## src/design/ffha_pkg.sv

```systemverilog
`timescale 1ns / 1ps

package ffha_pkg;

   // Internal arithmetic widths
   localparam int LEN_W  = 33;   // request plus header, no wrap
   localparam int ADDR_W = 34;   // chunk start address
   localparam int END_W  = 35;   // chunk end and grown heap top
   localparam int DIV_W  = 33;   // page divider dividend
   localparam int PG_W   = 21;   // reported page counts
   localparam int HDR_W  = 7;

   localparam int REQ_DATA_W = 64;
   localparam int RSP_DATA_W = 112;
   localparam int CSR_IDX_W  = 2;

   localparam logic [31:0]      HEAP_BASE_RST  = 32'h0000_0000;
   localparam logic [31:0]      HEAP_LIMIT_RST = 32'h0100_0000;
   localparam logic [HDR_W-1:0] HDR_SIZE_RST   = 7'd16;

   localparam logic [CSR_IDX_W-1:0] CSR_HEAP_BASE  = 2'd0;
   localparam logic [CSR_IDX_W-1:0] CSR_HEAP_LIMIT = 2'd1;
   localparam logic [CSR_IDX_W-1:0] CSR_HDR_SIZE   = 2'd2;

   localparam logic [1:0] ST_OK         = 2'd0;
   localparam logic [1:0] ST_NO_MEMORY  = 2'd1;
   localparam logic [1:0] ST_TABLE_FULL = 2'd2;
   localparam logic [1:0] ST_BAD_PTR    = 2'd3;

   localparam logic FUNC_ALLOC = 1'b0;

   typedef enum logic [4:0] {
      OP_NONE,
      OP_START,
      OP_SCAN,
      OP_SHU_LD,
      OP_SHU,
      OP_A_INS,
      OP_A_SET,
      OP_A_END,
      OP_DIV_GO,
      OP_A_GROW,
      OP_A_APP,
      OP_F_NX,
      OP_F_WR,
      OP_SHD_LD,
      OP_SHD,
      OP_F_REL,
      OP_EMIT
   } op_type;

   typedef struct packed {
      op_type op;
   } cmd_type;

   typedef struct packed {
      logic func;
      logic at_end;
      logic hit;
      logic split;
      logic need_shu;
      logic shu_stop;
      logic a_fail;
      logic need_grow;
      logic grow_bad;
      logic f_last;
      logic rel_ok;
      logic gap_zero;
      logic shd_stop;
      logic div_done;
      logic out_free;
   } sts_type;

endpackage

```

## src/design/first_fit_heap_allocator.sv

```systemverilog
`timescale 1ns / 1ps

// First-fit heap allocator with coalescing. Requests are handled one at a time: each
// walks the address-ordered chunk table at one entry per cycle through a table memory
// with one read and one write port, then may shift entries up (split) or down (merge)
// at one entry per cycle; page counts come from a shift and a mask by the page size.
// A scan that stops at entry k leaves at most total - k entries to shift, and the
// longest path is an append that maps new pages. Another request is accepted while
// the previous result still waits in the output register. Configuration writes take
// effect at once.
module first_fit_heap_allocator #(
   parameter int MAX_CHUNKS = 64,
   parameter int PAGE_BYTES = 4096
) (
   input  logic                               clock,
   input  logic                               reset,
   input  logic                               req_tvalid,
   output logic                               req_tready,
   // [31:0] request_bytes, [63:32] block_pointer
   input  logic [ffha_pkg::REQ_DATA_W-1:0]    req_tdata,
   // [0] func
   input  logic                               req_tuser,
   output logic                               rsp_tvalid,
   input  logic                               rsp_tready,
   // [31:0] grant_address, [33:32] status, [65:34] heap_top,
   // [86:66] pages_added, [107:87] pages_released
   output logic [ffha_pkg::RSP_DATA_W-1:0]    rsp_tdata,
   input  logic                               csr_we,
   input  logic [ffha_pkg::CSR_IDX_W-1:0]     csr_index,
   input  logic [31:0]                        csr_wdata
);

   ffha_pkg::cmd_type cmd;
   ffha_pkg::sts_type sts;

   ffha_ctrl u_ctrl (
      .clock      (clock),
      .reset      (reset),
      .req_tvalid (req_tvalid),
      .req_tready (req_tready),
      .sts        (sts),
      .cmd        (cmd)
   );

   ffha_dp #(
      .MAX_CHUNKS(MAX_CHUNKS),
      .PAGE_BYTES(PAGE_BYTES)
   ) u_dp (
      .clock      (clock),
      .reset      (reset),
      .cmd        (cmd),
      .sts        (sts),
      .req_tuser  (req_tuser),
      .req_tdata  (req_tdata),
      .csr_we     (csr_we),
      .csr_index  (csr_index),
      .csr_wdata  (csr_wdata),
      .rsp_tvalid (rsp_tvalid),
      .rsp_tready (rsp_tready),
      .rsp_tdata  (rsp_tdata)
   );

endmodule

```

## src/design/ffha_div.sv

```systemverilog
`timescale 1ns / 1ps

module ffha_div #(
   parameter int PAGE_BYTES = 4096
) (
   input  logic                       clock,
   input  logic                       reset,
   input  logic                       start,
   input  logic [ffha_pkg::DIV_W-1:0] num,
   output logic [ffha_pkg::DIV_W-1:0] quo,
   output logic [$clog2(PAGE_BYTES+1)-1:0] rem,
   output logic                       done
);

   localparam int PW = $clog2(PAGE_BYTES + 1);
   localparam int LG = $clog2(PAGE_BYTES);

   logic [ffha_pkg::DIV_W-1:0] num_ff, num_in;
   logic                       done_ff, done_in;

   // page size is a power of two: quotient and remainder are a shift and a mask
   always_comb begin
      num_in  = start ? num : num_ff;
      done_in = start;
   end

   always_ff @(posedge clock) begin
      if (reset) begin
         done_ff <= 1'b0;
      end else begin
         done_ff <= done_in;
      end
   end

   always_ff @(posedge clock) begin
      num_ff <= num_in;
   end

   assign quo  = num_ff >> LG;
   assign rem  = PW'(num_ff[LG-1:0]);
   assign done = done_ff;

endmodule

```

## src/design/ffha_ctrl.sv

```systemverilog
`timescale 1ns / 1ps

module ffha_ctrl (
   input  logic              clock,
   input  logic              reset,
   input  logic              req_tvalid,
   output logic              req_tready,
   input  ffha_pkg::sts_type sts,
   output ffha_pkg::cmd_type cmd
);

   typedef enum logic [16:0] {
      S_IDLE     = 17'h00001,
      S_SCAN     = 17'h00002,
      S_SHU_LD   = 17'h00004,
      S_SHU      = 17'h00008,
      S_A_INS    = 17'h00010,
      S_A_SET    = 17'h00020,
      S_A_END    = 17'h00040,
      S_DIV_GO   = 17'h00080,
      S_DIV_WAIT = 17'h00100,
      S_A_GROW   = 17'h00200,
      S_A_APP    = 17'h00400,
      S_F_NX     = 17'h00800,
      S_F_WR     = 17'h01000,
      S_SHD_LD   = 17'h02000,
      S_SHD      = 17'h04000,
      S_F_REL    = 17'h08000,
      S_DONE     = 17'h10000
   } state_type;

   state_type state_ff, state_in;

   always_comb begin
      state_in   = state_ff;
      cmd.op     = ffha_pkg::OP_NONE;
      req_tready = 1'b0;
      unique case (state_ff)
         S_IDLE: begin
            req_tready = 1'b1;
            if (req_tvalid) begin
               cmd.op   = ffha_pkg::OP_START;
               state_in = S_SCAN;
            end
         end
         S_SCAN: begin
            cmd.op = ffha_pkg::OP_SCAN;
            if (sts.at_end) begin
               state_in = (sts.func == ffha_pkg::FUNC_ALLOC) ? S_A_END : S_DONE;
            end else if (sts.hit) begin
               if (sts.func != ffha_pkg::FUNC_ALLOC) begin
                  state_in = S_F_NX;
               end else if (sts.split) begin
                  state_in = sts.need_shu ? S_SHU_LD : S_A_INS;
               end else begin
                  state_in = S_A_SET;
               end
            end
         end
         S_SHU_LD: begin
            cmd.op   = ffha_pkg::OP_SHU_LD;
            state_in = S_SHU;
         end
         S_SHU: begin
            cmd.op = ffha_pkg::OP_SHU;
            if (sts.shu_stop) state_in = S_A_INS;
         end
         S_A_INS: begin
            cmd.op   = ffha_pkg::OP_A_INS;
            state_in = S_A_SET;
         end
         S_A_SET: begin
            cmd.op   = ffha_pkg::OP_A_SET;
            state_in = S_DONE;
         end
         S_A_END: begin
            cmd.op = ffha_pkg::OP_A_END;
            priority if (sts.a_fail) state_in = S_DONE;
            else if (sts.need_grow) state_in = S_DIV_GO;
            else state_in = S_A_APP;
         end
         S_DIV_GO: begin
            cmd.op   = ffha_pkg::OP_DIV_GO;
            state_in = S_DIV_WAIT;
         end
         S_DIV_WAIT: begin
            if (sts.div_done) begin
               state_in = (sts.func == ffha_pkg::FUNC_ALLOC) ? S_A_GROW : S_F_REL;
            end
         end
         S_A_GROW: begin
            cmd.op   = ffha_pkg::OP_A_GROW;
            state_in = sts.grow_bad ? S_DONE : S_A_APP;
         end
         S_A_APP: begin
            cmd.op   = ffha_pkg::OP_A_APP;
            state_in = S_DONE;
         end
         S_F_NX: begin
            cmd.op = ffha_pkg::OP_F_NX;
            if (sts.f_last) state_in = sts.rel_ok ? S_DIV_GO : S_DONE;
            else state_in = S_F_WR;
         end
         S_F_WR: begin
            cmd.op   = ffha_pkg::OP_F_WR;
            state_in = sts.gap_zero ? S_DONE : S_SHD_LD;
         end
         S_SHD_LD: begin
            cmd.op   = ffha_pkg::OP_SHD_LD;
            state_in = S_SHD;
         end
         S_SHD: begin
            cmd.op = ffha_pkg::OP_SHD;
            if (sts.shd_stop) state_in = S_DONE;
         end
         S_F_REL: begin
            cmd.op   = ffha_pkg::OP_F_REL;
            state_in = S_DONE;
         end
         S_DONE: begin
            if (sts.out_free) begin
               cmd.op   = ffha_pkg::OP_EMIT;
               state_in = S_IDLE;
            end
         end
         default: state_in = S_IDLE;
      endcase
   end

   always_ff @(posedge clock) begin
      if (reset) begin
         state_ff <= S_IDLE;
      end else begin
         state_ff <= state_in;
      end
   end

endmodule

```

## src/design/ffha_dp.sv

```systemverilog
`timescale 1ns / 1ps

module ffha_dp #(
   parameter int MAX_CHUNKS = 64,
   parameter int PAGE_BYTES = 4096
) (
   input  logic                                 clock,
   input  logic                                 reset,
   input  ffha_pkg::cmd_type                    cmd,
   output ffha_pkg::sts_type                    sts,
   input  logic                                 req_tuser,
   input  logic [ffha_pkg::REQ_DATA_W-1:0]      req_tdata,
   input  logic                                 csr_we,
   input  logic [ffha_pkg::CSR_IDX_W-1:0]       csr_index,
   input  logic [31:0]                          csr_wdata,
   output logic                                 rsp_tvalid,
   input  logic                                 rsp_tready,
   output logic [ffha_pkg::RSP_DATA_W-1:0]      rsp_tdata
);

   localparam int AW = $clog2(MAX_CHUNKS);
   localparam int CW = $clog2(MAX_CHUNKS + 1);
   localparam int PW = $clog2(PAGE_BYTES + 1);
   localparam int LW = ffha_pkg::LEN_W;
   localparam int AD = ffha_pkg::ADDR_W;
   localparam int EW = ffha_pkg::END_W;
   localparam int DW = ffha_pkg::DIV_W;
   localparam int GW = ffha_pkg::PG_W;
   localparam int HW = ffha_pkg::HDR_W;

   // chunk table: used flag on top of the 32-bit length
   logic [32:0] mem [MAX_CHUNKS];
   logic [32:0] rdata_ff;
   logic        mem_we;
   logic [AW-1:0] mem_wa, rd_addr;
   logic [32:0] mem_wd;

   logic [31:0]   base_ff, base_in, limit_ff, limit_in, top_ff, top_in;
   logic [HW-1:0] hdr_ff, hdr_in;
   logic [CW-1:0] total_ff, total_in, cur_ff, cur_in, hit_idx_ff, hit_idx_in;
   logic [CW-1:0] f_idx_ff, f_idx_in;
   logic          func_ff, func_in, prev_used_ff, prev_used_in, split_ff, split_in;
   logic [LW-1:0] len_ff, len_in;
   logic [31:0]   ptr_ff, ptr_in, prev_size_ff, prev_size_in, hit_size_ff, hit_size_in;
   logic [31:0]   left_ff, left_in, msize_ff, msize_in, top_new_ff, top_new_in;
   logic [AD-1:0] addr_ff, addr_in, prev_addr_ff, prev_addr_in, hit_addr_ff, hit_addr_in;
   logic [AD-1:0] f_addr_ff, f_addr_in;
   logic [EW-1:0] end_ff, end_in;
   logic [DW-1:0] div_num_ff, div_num_in;
   logic [1:0]    gap_ff, gap_in;
   logic [GW-1:0] pages_ff, pages_in;
   logic [31:0]   res_grant_ff, res_grant_in;
   logic [1:0]    res_status_ff, res_status_in;
   logic [GW-1:0] res_added_ff, res_added_in, res_rel_ff, res_rel_in;
   logic          rsp_valid_ff, rsp_valid_in;
   logic [ffha_pkg::RSP_DATA_W-1:0] rsp_data_ff, rsp_data_in;

   logic          div_start, div_done;
   logic [DW-1:0] div_quo;
   logic [PW-1:0] div_rem;

   logic [31:0]   rd_size;
   logic          rd_used;
   logic          at_end, hit_c, split_c, full_c, over_c, grow_c, r_nz, bad_c;
   logic          nx_c, pv_c, last_c, rel_ok_c;
   logic [CW-1:0] cur_p1, cur_m1, tot_m1, hit_p1, shd_wa, src_c, f_idx_c;
   logic [AD-1:0] ptr_sum, hit_grant, f_addr_c, rel_top, rel_diff;
   logic [LW-1:0] left_c;
   logic [EW-1:0] end_c, grow_diff, tn_c;
   logic [DW-1:0] pages_sum;
   logic [31:0]   s1_c, msize_c;
   logic [1:0]    gap_c;

   assign rd_size   = rdata_ff[31:0];
   assign rd_used   = rdata_ff[32];
   assign cur_p1    = cur_ff + CW'(1);
   assign cur_m1    = cur_ff - CW'(1);
   assign tot_m1    = total_ff - CW'(1);
   assign hit_p1    = hit_idx_ff + CW'(1);
   assign shd_wa    = cur_ff - CW'(gap_ff);
   assign ptr_sum   = addr_ff + AD'(hdr_ff);
   assign hit_grant = hit_addr_ff + AD'(hdr_ff);
   assign at_end    = cur_ff >= total_ff;
   assign left_c    = {1'b0, rd_size} - len_ff;
   assign hit_c     = !at_end && (func_ff ? (rd_used && ptr_sum[31:0] == ptr_ff)
                                          : (!rd_used && {1'b0, rd_size} >= len_ff));
   assign full_c    = total_ff >= CW'(MAX_CHUNKS);
   assign split_c   = (left_c > LW'(hdr_ff)) && !full_c;
   assign end_c     = EW'(addr_ff) + EW'(len_ff);
   assign over_c    = end_c > EW'(limit_ff);
   assign grow_c    = end_c > EW'(top_ff);
   assign grow_diff = end_c - EW'(top_ff);
   assign r_nz      = div_rem != '0;
   assign tn_c      = end_ff - EW'(div_rem) + (r_nz ? EW'(PAGE_BYTES) : EW'(0));
   assign bad_c     = tn_c > EW'(32'hFFFF_FFFF);
   assign pages_sum = div_quo + DW'(r_nz);

   // merge with neighbors on free: next entry is in rdata_ff
   assign nx_c     = (hit_p1 < total_ff) && !rd_used;
   assign pv_c     = (hit_idx_ff != '0) && !prev_used_ff;
   assign s1_c     = hit_size_ff + (nx_c ? rd_size : 32'd0);
   assign msize_c  = pv_c ? (prev_size_ff + s1_c) : s1_c;
   assign f_idx_c  = hit_idx_ff - CW'(pv_c);
   assign f_addr_c = pv_c ? prev_addr_ff : hit_addr_ff;
   assign gap_c    = 2'(nx_c) + 2'(pv_c);
   assign src_c    = hit_p1 + CW'(nx_c);
   assign last_c   = src_c == total_ff;
   assign rel_ok_c = AD'(top_ff) >= f_addr_c;
   assign rel_diff = AD'(top_ff) - f_addr_c;
   assign rel_top  = f_addr_ff + AD'(div_rem);

   always_comb begin
      base_in       = base_ff;
      limit_in      = limit_ff;
      hdr_in        = hdr_ff;
      top_in        = top_ff;
      total_in      = total_ff;
      cur_in        = cur_ff;
      hit_idx_in    = hit_idx_ff;
      f_idx_in      = f_idx_ff;
      func_in       = func_ff;
      prev_used_in  = prev_used_ff;
      split_in      = split_ff;
      len_in        = len_ff;
      ptr_in        = ptr_ff;
      prev_size_in  = prev_size_ff;
      hit_size_in   = hit_size_ff;
      left_in       = left_ff;
      msize_in      = msize_ff;
      top_new_in    = top_new_ff;
      addr_in       = addr_ff;
      prev_addr_in  = prev_addr_ff;
      hit_addr_in   = hit_addr_ff;
      f_addr_in     = f_addr_ff;
      end_in        = end_ff;
      div_num_in    = div_num_ff;
      gap_in        = gap_ff;
      pages_in      = pages_ff;
      res_grant_in  = res_grant_ff;
      res_status_in = res_status_ff;
      res_added_in  = res_added_ff;
      res_rel_in    = res_rel_ff;
      rsp_valid_in  = rsp_valid_ff && !rsp_tready;
      rsp_data_in   = rsp_data_ff;
      mem_we        = 1'b0;
      mem_wa        = '0;
      mem_wd        = '0;
      rd_addr       = cur_ff[AW-1:0];
      div_start     = 1'b0;

      if (csr_we) begin
         unique case (csr_index)
            ffha_pkg::CSR_HEAP_BASE: begin
               base_in = csr_wdata;
               if (total_ff == '0) top_in = csr_wdata;
            end
            ffha_pkg::CSR_HEAP_LIMIT: limit_in = csr_wdata;
            ffha_pkg::CSR_HDR_SIZE:   hdr_in   = csr_wdata[HW-1:0];
            default: ;
         endcase
      end

      unique case (cmd.op)
         ffha_pkg::OP_START: begin
            func_in       = req_tuser;
            len_in        = LW'(req_tdata[31:0]) + LW'(hdr_ff);
            ptr_in        = req_tdata[63:32];
            cur_in        = '0;
            addr_in       = AD'(base_ff);
            prev_used_in  = 1'b1;
            res_grant_in  = '0;
            res_status_in = ffha_pkg::ST_OK;
            res_added_in  = '0;
            res_rel_in    = '0;
            rd_addr       = '0;
         end
         ffha_pkg::OP_SCAN: begin
            rd_addr = cur_p1[AW-1:0];
            if (at_end) begin
               if (func_ff != ffha_pkg::FUNC_ALLOC) res_status_in = ffha_pkg::ST_BAD_PTR;
            end else if (hit_c) begin
               hit_idx_in  = cur_ff;
               hit_size_in = rd_size;
               hit_addr_in = addr_ff;
               left_in     = left_c[31:0];
               split_in    = split_c;
            end else begin
               addr_in      = addr_ff + AD'(rd_size);
               prev_used_in = rd_used;
               prev_size_in = rd_size;
               prev_addr_in = addr_ff;
               cur_in       = cur_p1;
            end
         end
         ffha_pkg::OP_SHU_LD: begin
            cur_in  = tot_m1;
            rd_addr = tot_m1[AW-1:0];
         end
         ffha_pkg::OP_SHU: begin
            mem_we  = 1'b1;
            mem_wa  = cur_p1[AW-1:0];
            mem_wd  = rdata_ff;
            rd_addr = cur_m1[AW-1:0];
            cur_in  = cur_m1;
         end
         ffha_pkg::OP_A_INS: begin
            mem_we = 1'b1;
            mem_wa = hit_p1[AW-1:0];
            mem_wd = {1'b0, left_ff};
         end
         ffha_pkg::OP_A_SET: begin
            mem_we       = 1'b1;
            mem_wa       = hit_idx_ff[AW-1:0];
            mem_wd       = {1'b1, (split_ff ? len_ff[31:0] : hit_size_ff)};
            total_in     = total_ff + CW'(split_ff);
            res_grant_in = hit_grant[31:0];
         end
         ffha_pkg::OP_A_END: begin
            priority if (full_c) begin
               res_status_in = ffha_pkg::ST_TABLE_FULL;
            end else if (over_c) begin
               res_status_in = ffha_pkg::ST_NO_MEMORY;
            end else begin
               end_in     = end_c;
               div_num_in = grow_diff[DW-1:0];
               top_new_in = top_ff;
               pages_in   = '0;
            end
         end
         ffha_pkg::OP_DIV_GO: div_start = 1'b1;
         ffha_pkg::OP_A_GROW: begin
            if (bad_c) begin
               res_status_in = ffha_pkg::ST_NO_MEMORY;
            end else begin
               top_new_in = tn_c[31:0];
               pages_in   = pages_sum[GW-1:0];
            end
         end
         ffha_pkg::OP_A_APP: begin
            mem_we       = 1'b1;
            mem_wa       = total_ff[AW-1:0];
            mem_wd       = {1'b1, len_ff[31:0]};
            total_in     = total_ff + CW'(1);
            top_in       = top_new_ff;
            res_added_in = pages_ff;
            res_grant_in = ptr_sum[31:0];
         end
         ffha_pkg::OP_F_NX: begin
            msize_in  = msize_c;
            f_idx_in  = f_idx_c;
            f_addr_in = f_addr_c;
            gap_in    = gap_c;
            cur_in    = src_c;
            if (last_c) begin
               // drop the merged chunk at the end of the table
               total_in   = f_idx_c;
               div_num_in = rel_diff[DW-1:0];
            end
         end
         ffha_pkg::OP_F_WR: begin
            mem_we = 1'b1;
            mem_wa = f_idx_ff[AW-1:0];
            mem_wd = {1'b0, msize_ff};
         end
         ffha_pkg::OP_SHD_LD: rd_addr = cur_ff[AW-1:0];
         ffha_pkg::OP_SHD: begin
            mem_we  = 1'b1;
            mem_wa  = shd_wa[AW-1:0];
            mem_wd  = rdata_ff;
            rd_addr = cur_p1[AW-1:0];
            cur_in  = cur_p1;
            if (cur_ff == tot_m1) total_in = total_ff - CW'(gap_ff);
         end
         ffha_pkg::OP_F_REL: begin
            top_in     = rel_top[31:0];
            res_rel_in = div_quo[GW-1:0];
         end
         ffha_pkg::OP_EMIT: begin
            rsp_valid_in = 1'b1;
            rsp_data_in  = {4'b0, res_rel_ff, res_added_ff, top_ff, res_status_ff,
                            res_grant_ff};
         end
         default: ;
      endcase
   end

   always_ff @(posedge clock) begin
      if (reset) begin
         base_ff      <= ffha_pkg::HEAP_BASE_RST;
         limit_ff     <= ffha_pkg::HEAP_LIMIT_RST;
         hdr_ff       <= ffha_pkg::HDR_SIZE_RST;
         top_ff       <= ffha_pkg::HEAP_BASE_RST;
         total_ff     <= '0;
         rsp_valid_ff <= 1'b0;
      end else begin
         base_ff      <= base_in;
         limit_ff     <= limit_in;
         hdr_ff       <= hdr_in;
         top_ff       <= top_in;
         total_ff     <= total_in;
         rsp_valid_ff <= rsp_valid_in;
      end
   end

   always_ff @(posedge clock) begin
      cur_ff        <= cur_in;
      hit_idx_ff    <= hit_idx_in;
      f_idx_ff      <= f_idx_in;
      func_ff       <= func_in;
      prev_used_ff  <= prev_used_in;
      split_ff      <= split_in;
      len_ff        <= len_in;
      ptr_ff        <= ptr_in;
      prev_size_ff  <= prev_size_in;
      hit_size_ff   <= hit_size_in;
      left_ff       <= left_in;
      msize_ff      <= msize_in;
      top_new_ff    <= top_new_in;
      addr_ff       <= addr_in;
      prev_addr_ff  <= prev_addr_in;
      hit_addr_ff   <= hit_addr_in;
      f_addr_ff     <= f_addr_in;
      end_ff        <= end_in;
      div_num_ff    <= div_num_in;
      gap_ff        <= gap_in;
      pages_ff      <= pages_in;
      res_grant_ff  <= res_grant_in;
      res_status_ff <= res_status_in;
      res_added_ff  <= res_added_in;
      res_rel_ff    <= res_rel_in;
      rsp_data_ff   <= rsp_data_in;
   end

   always_ff @(posedge clock) begin
      if (mem_we) mem[mem_wa] <= mem_wd;
      rdata_ff <= mem[rd_addr];
   end

   ffha_div #(
      .PAGE_BYTES(PAGE_BYTES)
   ) u_div (
      .clock (clock),
      .reset (reset),
      .start (div_start),
      .num   (div_num_ff),
      .quo   (div_quo),
      .rem   (div_rem),
      .done  (div_done)
   );

   always_comb begin
      sts.func      = func_ff;
      sts.at_end    = at_end;
      sts.hit       = hit_c;
      sts.split     = split_c;
      sts.need_shu  = cur_p1 < total_ff;
      sts.shu_stop  = cur_ff == hit_p1;
      sts.a_fail    = full_c || over_c;
      sts.need_grow = grow_c;
      sts.grow_bad  = bad_c;
      sts.f_last    = last_c;
      sts.rel_ok    = rel_ok_c;
      sts.gap_zero  = gap_ff == 2'd0;
      sts.shd_stop  = cur_ff == tot_m1;
      sts.div_done  = div_done;
      sts.out_free  = !rsp_valid_ff || rsp_tready;
   end

   assign rsp_tvalid = rsp_valid_ff;
   assign rsp_tdata  = rsp_data_ff;

endmodule
```

## config.mk

```make
export PLATFORM = sky130hd
export DESIGN_NAME = first_fit_heap_allocator
export DESIGN_NICKNAME = d
export VERILOG_FILES = /design/src/design/ffha_pkg.sv /design/src/design/first_fit_heap_allocator.sv /design/src/design/ffha_div.sv /design/src/design/ffha_ctrl.sv /design/src/design/ffha_dp.sv
export SDC_FILE = /design/constraint.sdc
export NUM_CORES = 2
export LEC_CHECK = 0
export BUFFER_PORTS_ARGS = -buffer_cell sky130_fd_sc_hd__buf_2
export CORE_UTILIZATION = 55
export CTS_BUF_LIST = sky130_fd_sc_hd__clkbuf_8
export CTS_CLUSTER_DIAMETER = 80
export DETAILED_ROUTE_END_ITERATION = 7
export PLACE_DENSITY_LB_ADDON = 0.08
export SLEW_MARGIN = 20
export SYNTH_ARGS = -nofsm -noshare
export SYNTH_HDL_FRONTEND = slang
export SYNTH_SLANG_ARGS = --single-unit
```

## constraint.sdc

```tcl
create_clock -name clock -period 9.56 [get_ports clock]
set_input_delay 1.434 -clock clock [delete_from_list [all_inputs] [get_ports clock]]
set_output_delay 1.434 -clock clock [all_outputs]
set_load 0.005 [all_outputs]
```

; Word level (Yosys, flattened, before mapping)
; Memories as Yosys holds them, arrays and structs flattened. A register that Yosys moved wholly into a read port is not among the register bits.
; Cells that the tools add are included.
[word_totals]
register_bits = 819
latchBits = 0
ramBits = 2112
mem_bits_ro = 0
inputBits = 104
output_inout_bits = 114
word_cells = 254
mem_count = 1
[mem_list]
columns = memory, depth, width, rd, rd_clocked_by_memory_dff, write_ports, line
row1 = u_dp.mem, 64, 33, 1, 1, 1, ffha_dp.sv:32  ; logic [32:0] mem [MAX_CHUNKS];
[classes]
n_addsub = 25
multipliers = 0
div_mod_pow = 0
n_lt_le_gt_ge = 10
n_eq_ne = 55
shift = 0
muxes = 74
bitwise = 4
reduce_logical = 50
[ops]
columns = op, count
row1 = $mux W32, 9
row2 = $mux W17, 15
row3 = $pmux W17 S15, 1
row4 = $pmux W33 S5, 1
row5 = $pmux W32 S2, 2
row6 = $pmux W21 S2, 3
row7 = $mux W34, 3
row8 = $mux W33, 3
row9 = $pmux W32 S3, 1
row10 = $pmux W5 S16, 1
row11 = $gt A35 B32 Y1, 2
row12 = $pmux W34 S2, 1
row13 = $pmux W33 S2, 1
row14 = $sub A32 B33 Y33, 2
row15 = $add A32 B32 Y32, 2
row16 = $add A32 B7 Y32, 2
row17 = $mux W21, 3
row18 = $pmux W7 S6, 1
row19 = $pmux W6 S6, 1
row20 = $add A34 B33 Y35, 1
row21 = $add A35 B35 Y35, 1
row22 = $eq A5 B4 Y1 const B, 7
row23 = $gt A35 B32 Y1 const B, 1
row24 = $sub A35 B12 Y35, 1
row25 = other kinds (77), 153

; Longest topological paths before layout
[depth]
ltp_word = 9
ltp_mapped = 37
depth_no_buf = 36

; By module
; A second synthesis with hierarchy kept.
[hier_totals]
hier_cells = 9924
area_unflattened_um2 = 134987.0
[by_module_without_submodules]
columns = mod, n_inst, cells_each, area_each_um2
row1 = ffha_dp, 1, 9725, 132607.2
row2 = ffha_ctrl, 1, 150, 1253.7
row3 = ffha_div, 1, 49, 1126.1

; Worst setup path before layout
; OpenSTA, ideal clock, no wires.
[synth_path]
kind = register -> register
startpoint = register u_dp.len_ff[8]
endpoint = register u_dp.cur_ff[0], enable pin
arrival_time_ps = 8730
required_time_ps = 9237
slack_ps = 507
path_stages_with_launch = 13
n_path_buf = 0
path_cell_list = edfxtp_1 inv_1 ha_1 a21oi_1 or3b_2 o21bai_1 a21boi_0 o31a_1 o21ai_0 a2111oi_0 nor3_1 or2_2 or4_1
[synth_between]
elab_chain_cells = 6
[synth_rtl]
columns = item, line
row1 = "start, declared", ffha_dp.sv:43  ; logic [LW-1:0] len_ff, len_in;
row2 = "start signal, assigned", ffha_dp.sv:312  ; len_ff <= len_in;
row3 = $ge A32 B33 Y1, ffha_dp.sv:86  ; : (!rd_used && {1'b0, rd_size} >= len_ff));
row4 = $logic_and A1 B1 Y1, ffha_dp.sv:86
row5 = $mux W1, ffha_dp.sv:85  ; assign hit_c = !at_end && (func_ff ? (rd_used && ptr_sum[31:0] == ptr_ff)
row6 = $logic_and A1 B1 Y1, ffha_dp.sv:85
row7 = $ne A2 B2 Y1 (no source line), --
row8 = $reduce_and A3 Y1 (no source line), --
row9 = "end signal, assigned", ffha_dp.sv:306  ; cur_ff <= cur_in;
row10 = "end, declared", ffha_dp.sv:40  ; logic [CW-1:0] total_ff, total_in, cur_ff, cur_in, hit_idx_ff, hit_idx_in;
; Every way passes these cells.
; A chain may end at the register's enable or synchronous reset.

; Worst setup path in the final report
[layout_path]
startpoint = register u_dp.hit_idx_ff[0]
endpoint = register u_dp.msize_ff[31] (data pin)
[layout_between]
elab_chain_cells = 7
[layout_rtl]
columns = item, line
row1 = "start, declared", ffha_dp.sv:40
row2 = "start signal, assigned", ffha_dp.sv:307  ; hit_idx_ff <= hit_idx_in;
row3 = $add A7 B1 Y7, ffha_dp.sv:79  ; assign hit_p1 = hit_idx_ff + CW'(1);
row4 = $lt A7 B7 Y1, ffha_dp.sv:99  ; assign nx_c = (hit_p1 < total_ff) && !rd_used;
row5 = $logic_and A1 B1 Y1, ffha_dp.sv:99
row6 = $mux W32, ffha_dp.sv:101  ; assign s1_c = hit_size_ff + (nx_c ? rd_size : 32'd0);
row7 = $add A32 B32 Y32, ffha_dp.sv:101
row8 = $add A32 B32 Y32, ffha_dp.sv:102  ; assign msize_c = pv_c ? (prev_size_ff + s1_c) : s1_c;
row9 = $mux W32 *, ffha_dp.sv:102
row10 = net u_dp.msize_c[31], ffha_dp.sv:71  ; logic [31:0] s1_c, msize_c;
row11 = "end signal, assigned", ffha_dp.sv:317  ; msize_ff <= msize_in;
row12 = "end, declared", ffha_dp.sv:45  ; logic [31:0] left_ff, left_in, msize_ff, msize_in, top_new_ff, top_new_in;
; Mark *: on every way through the listed nets, which the timed path passes. The rest lies on a longest branch.

==> summary.txt <==
Status
  – Status: finished with violations
  – Violated checks: DRC

Global route
  – Grt total ovfl: 0
  – Vias in the first global route: about 90000
  – Gr usage total: 0.345
  – Largest net degree at the start of global routing: 154
  – First-pass GRT wire length: just over 600000 um
  – Initial antenna violation count: 30

Die
  – Core area: 241000 um2
  – Row count: 180
  – Die Wd: 494 um
  – IO Pins: 218
  – Die Y-Extent: 494 um
  – Starting Density: 0.554
  – Die Area: 244000 um2

Finish
  – Util after Layout: 0.613
  – Area of the multi-input gates: between 40000 and 50000 um2
  – Share of layout cells above drive strength 1: 0.104
  – Cell area after layout: 148000 um2
  – Layout fillers: 19100
  – Register area: 87400 um2
  – Fin nets: 12000
  – Syn-to-layout area delta: 10.7%

Detailed routing
  – # DRC: 12
  – Via count: ~94000
  – Vias/cell: 6.24
  – Iter 0 DRT Violations: 11100
  – WL/cell: between 20 and 30 um
  – DRT antenna net count: 0
  – Final wirelength: 429000 um
  – Length of the first detailed-routing pass in iterations: 8

Setup path
  – Crit end category: register
  – Critical path's largest stage delay: 0.57 ns
  – CP startpoint kind: register
  – CP Max Fanout: 10
  – Setup Crit Path Kind: register to register
  – Worst path slowest cell: a211oi_4
  – Critical path arrival: 9.61 ns
  – Most used cell, CP: a21oi_1
  – CP required: ~10 ns

Logic synthesis
  – Main synth FF type: edfxtp_1
  – Gate Count Post-Synth: 11100
  – Synth top area cells: edfxtp_1, nand2_1, ha_1, dfxtp_1, and3_1
  – Simple-Gate Fraction of Synth Area: 0.147
  – Count leader, synth: edfxtp_1
  – Dominant cell type by area after synthesis: edfxtp_1
  – Post-synthesis adder-cell area fraction: 0.0384
  – Post-synth EDFFs: between 2000 and 3000
  – Post-synth top cells: edfxtp_1, nand2_1, nor2_1
  – Async SR Flop Fraction: 0
  – Xor and xnor fraction of the mapped netlist area: 0.0282
  – Sequential area share after synthesis: 0.655
  – Yosys reg bits: just under 3000
  – Mapped cell area: 133000 um2
  – Share of the synthesized area in the top cell type: 0.631
  – Post-synthesis mux area share: 0.00837
  – Synth cell types: 88
  – Largest family of logic cells by synthesized area: simple AND/OR/NAND/NOR gates
  – Post-synthesis compound-gate area fraction: 0.0955
  – Yosys Warn Count: 0
  – Syn avg cell area: between 10 and 15 um2

Power
  – Sw Ratio: 0.411
  – Comb pwr share: 0.419
  – Clock power frac: 0.227
  – Worst VDD drop: 0.415 mV
  – Internal power of the cells: 26000 uW
  – Flop pwr share: 0.354
  – Net Switching: 18100 uW
  – Leak pwr: 0.0537 uW
  – Pwr dens: roughly 300 nW/um2

STA
  – Max_slew headroom: 0.154
  – Min Clock Period, post-route: 8.74 ns
  – RSZ-0062 raised after global routing: false
  – TNS Setup: 0 ns
  – Pins Over Slew Limit: 0
  – Final Cycle Share: 0.914
  – Fin. Hold Viols: 0
  – Peak Freq: 0.114 GHz
  – Endpoints failing setup: 0
  – Worst Clk Skew: 0.156 ns
  – Worst Tran Pin Value: 1.26 ns

Place
  – GP Congestion: 0.998
  – Final HPWL DP: 268000 um
  – IO Port Bufs: 213
  – Area after DPL: 139000 um2

Min path
  – Hold Path Class: register to register

Clock network
  – Root Driver: clkbuf_8
  – Clock sinks: 2964
  – H-tree depth: 5
  – Clock tree buffer depth: 4
  – Clock Latency Late Sink: 1.17 ns
  – Post-CTS Setup Inserts: 0
  – Register clock-pin slew on the reported worst setup and hold paths: ~0.060 ns
  – CTS Hold Buffers Added: 0
  – CTS tree: done
  – Resized Gates After CTS: 0
  – Num CTS Buffers: 481

Flow run
  – Max cap viols: 0
## logic make-up (layout without fill, tap and decap cells)
group                      count (synthesis)  after routing
buffers and inverters                    859           1641
other                                      1             14
adders and majority gates                401            401
DFF                                     2964           2964
and+or+nand+nor                         4419           4419
AOI/OAI and AO/OA                       1924           1924
muxes                                    110            110
xor gates and xnor gates                 425            425
## critical path: cells and delay by family (launching register included)
kind	cells	cell delay, ns
fa+ha+maj	4	1.35
xor+xnor	3	0.48
compound gates	23	5.64
buf+inv	1	0.15
simple gates	3	0.43
flops	1	0.50
## metal layers
metal | track usage | vias up | share of wire
li1 | - | 41800 | -
met1 | 0.458 | 46300 | 0.39
met2 | 0.540 | 4888 | 0.46
met3 | 0.0581 | 1077 | 0.088
met4 | 0.195 | 18 | 0.063
met5 | 0 | - | 0.00032
## power by group through the flow
stage | Clock [uW] | Sequential (uW) | Combinational [uW]
floorplan | 0 | 15500 | 11900
CTS | 10200 | 15600 | 18200
finish | 10000 | 15600 | 18500
global placement | 0 | 15800 | 17900
detailed placement | 0 | 15900 | 18100
global route | 10700 | 15600 | 19900
## final cells by class
cell class                 count  area share
sequential                  2964       0.592
multi-input combinational   7283       0.293
clock buffer                 508      0.0474
tap                         3185      0.0270
timing repair buffer         478      0.0217
clock inverter               343      0.0106
inverter                     312     0.00794
antenna                       10    0.000170
## state kept, by name (all words and copies together) (netlist names), 33 cells and up
| register | flops |
|---|---|
| u_dp.u_div.num_ff | 33 |
| u_dp.div_num_ff | 33 |
| u_dp.rsp_tdata | 108 |
| u_dp.addr_ff | 34 |
| u_dp.rdata_ff | 33 |
| u_dp.prev_addr_ff | 34 |
| u_dp.mem | 2112 |
| u_dp.end_ff | 35 |
| u_dp.len_ff | 33 |
| u_dp.hit_addr_ff | 34 |
## cell usage in the layout, fill, tap and decap left out, drive strengths merged, types with 325 or more instances in the layout
| cell type | count |
|---|---|
| a21oi | 422 |
| a31oi | 325 |
| and3 | 452 |
| buf | 478 |
| clkbuf | 508 |
| edfxtp | 2802 |
| ha | 387 |
| inv | 475 |
| nand2 | 2567 |
| nor2 | 467 |
## stage by stage
step	power, uW	hold slack (ns)	worst slack (ns)	std cells
after floorplan	27400	0.400	0.507	11100
after global placement	33800	0.401	0.851	14200
after detailed placement	34000	0.405	0.868	14200
after CTS	44000	0.392	0.909	15100
after global routing	46200	0.396	0.327	15100
final	44200	0.393	0.820	15100
## path summary, 6_finish.rpt
check / from / endpoint / slack, ns / cells after the start
worst min register to register: u_dp.div_num_ff[24] / u_dp.u_div.num_ff[24] / 0.39 / 0
worst max register to register: u_dp.hit_idx_ff[0] / u_dp.msize_ff[31] / 0.82 / 34
worst max-delay path: u_dp.hit_idx_ff[0] / u_dp.msize_ff[31] / 0.82 / 34
worst min-delay path: u_dp.div_num_ff[24] / u_dp.u_div.num_ff[24] / 0.39 / 0
(Power assumes the default switching activity.)
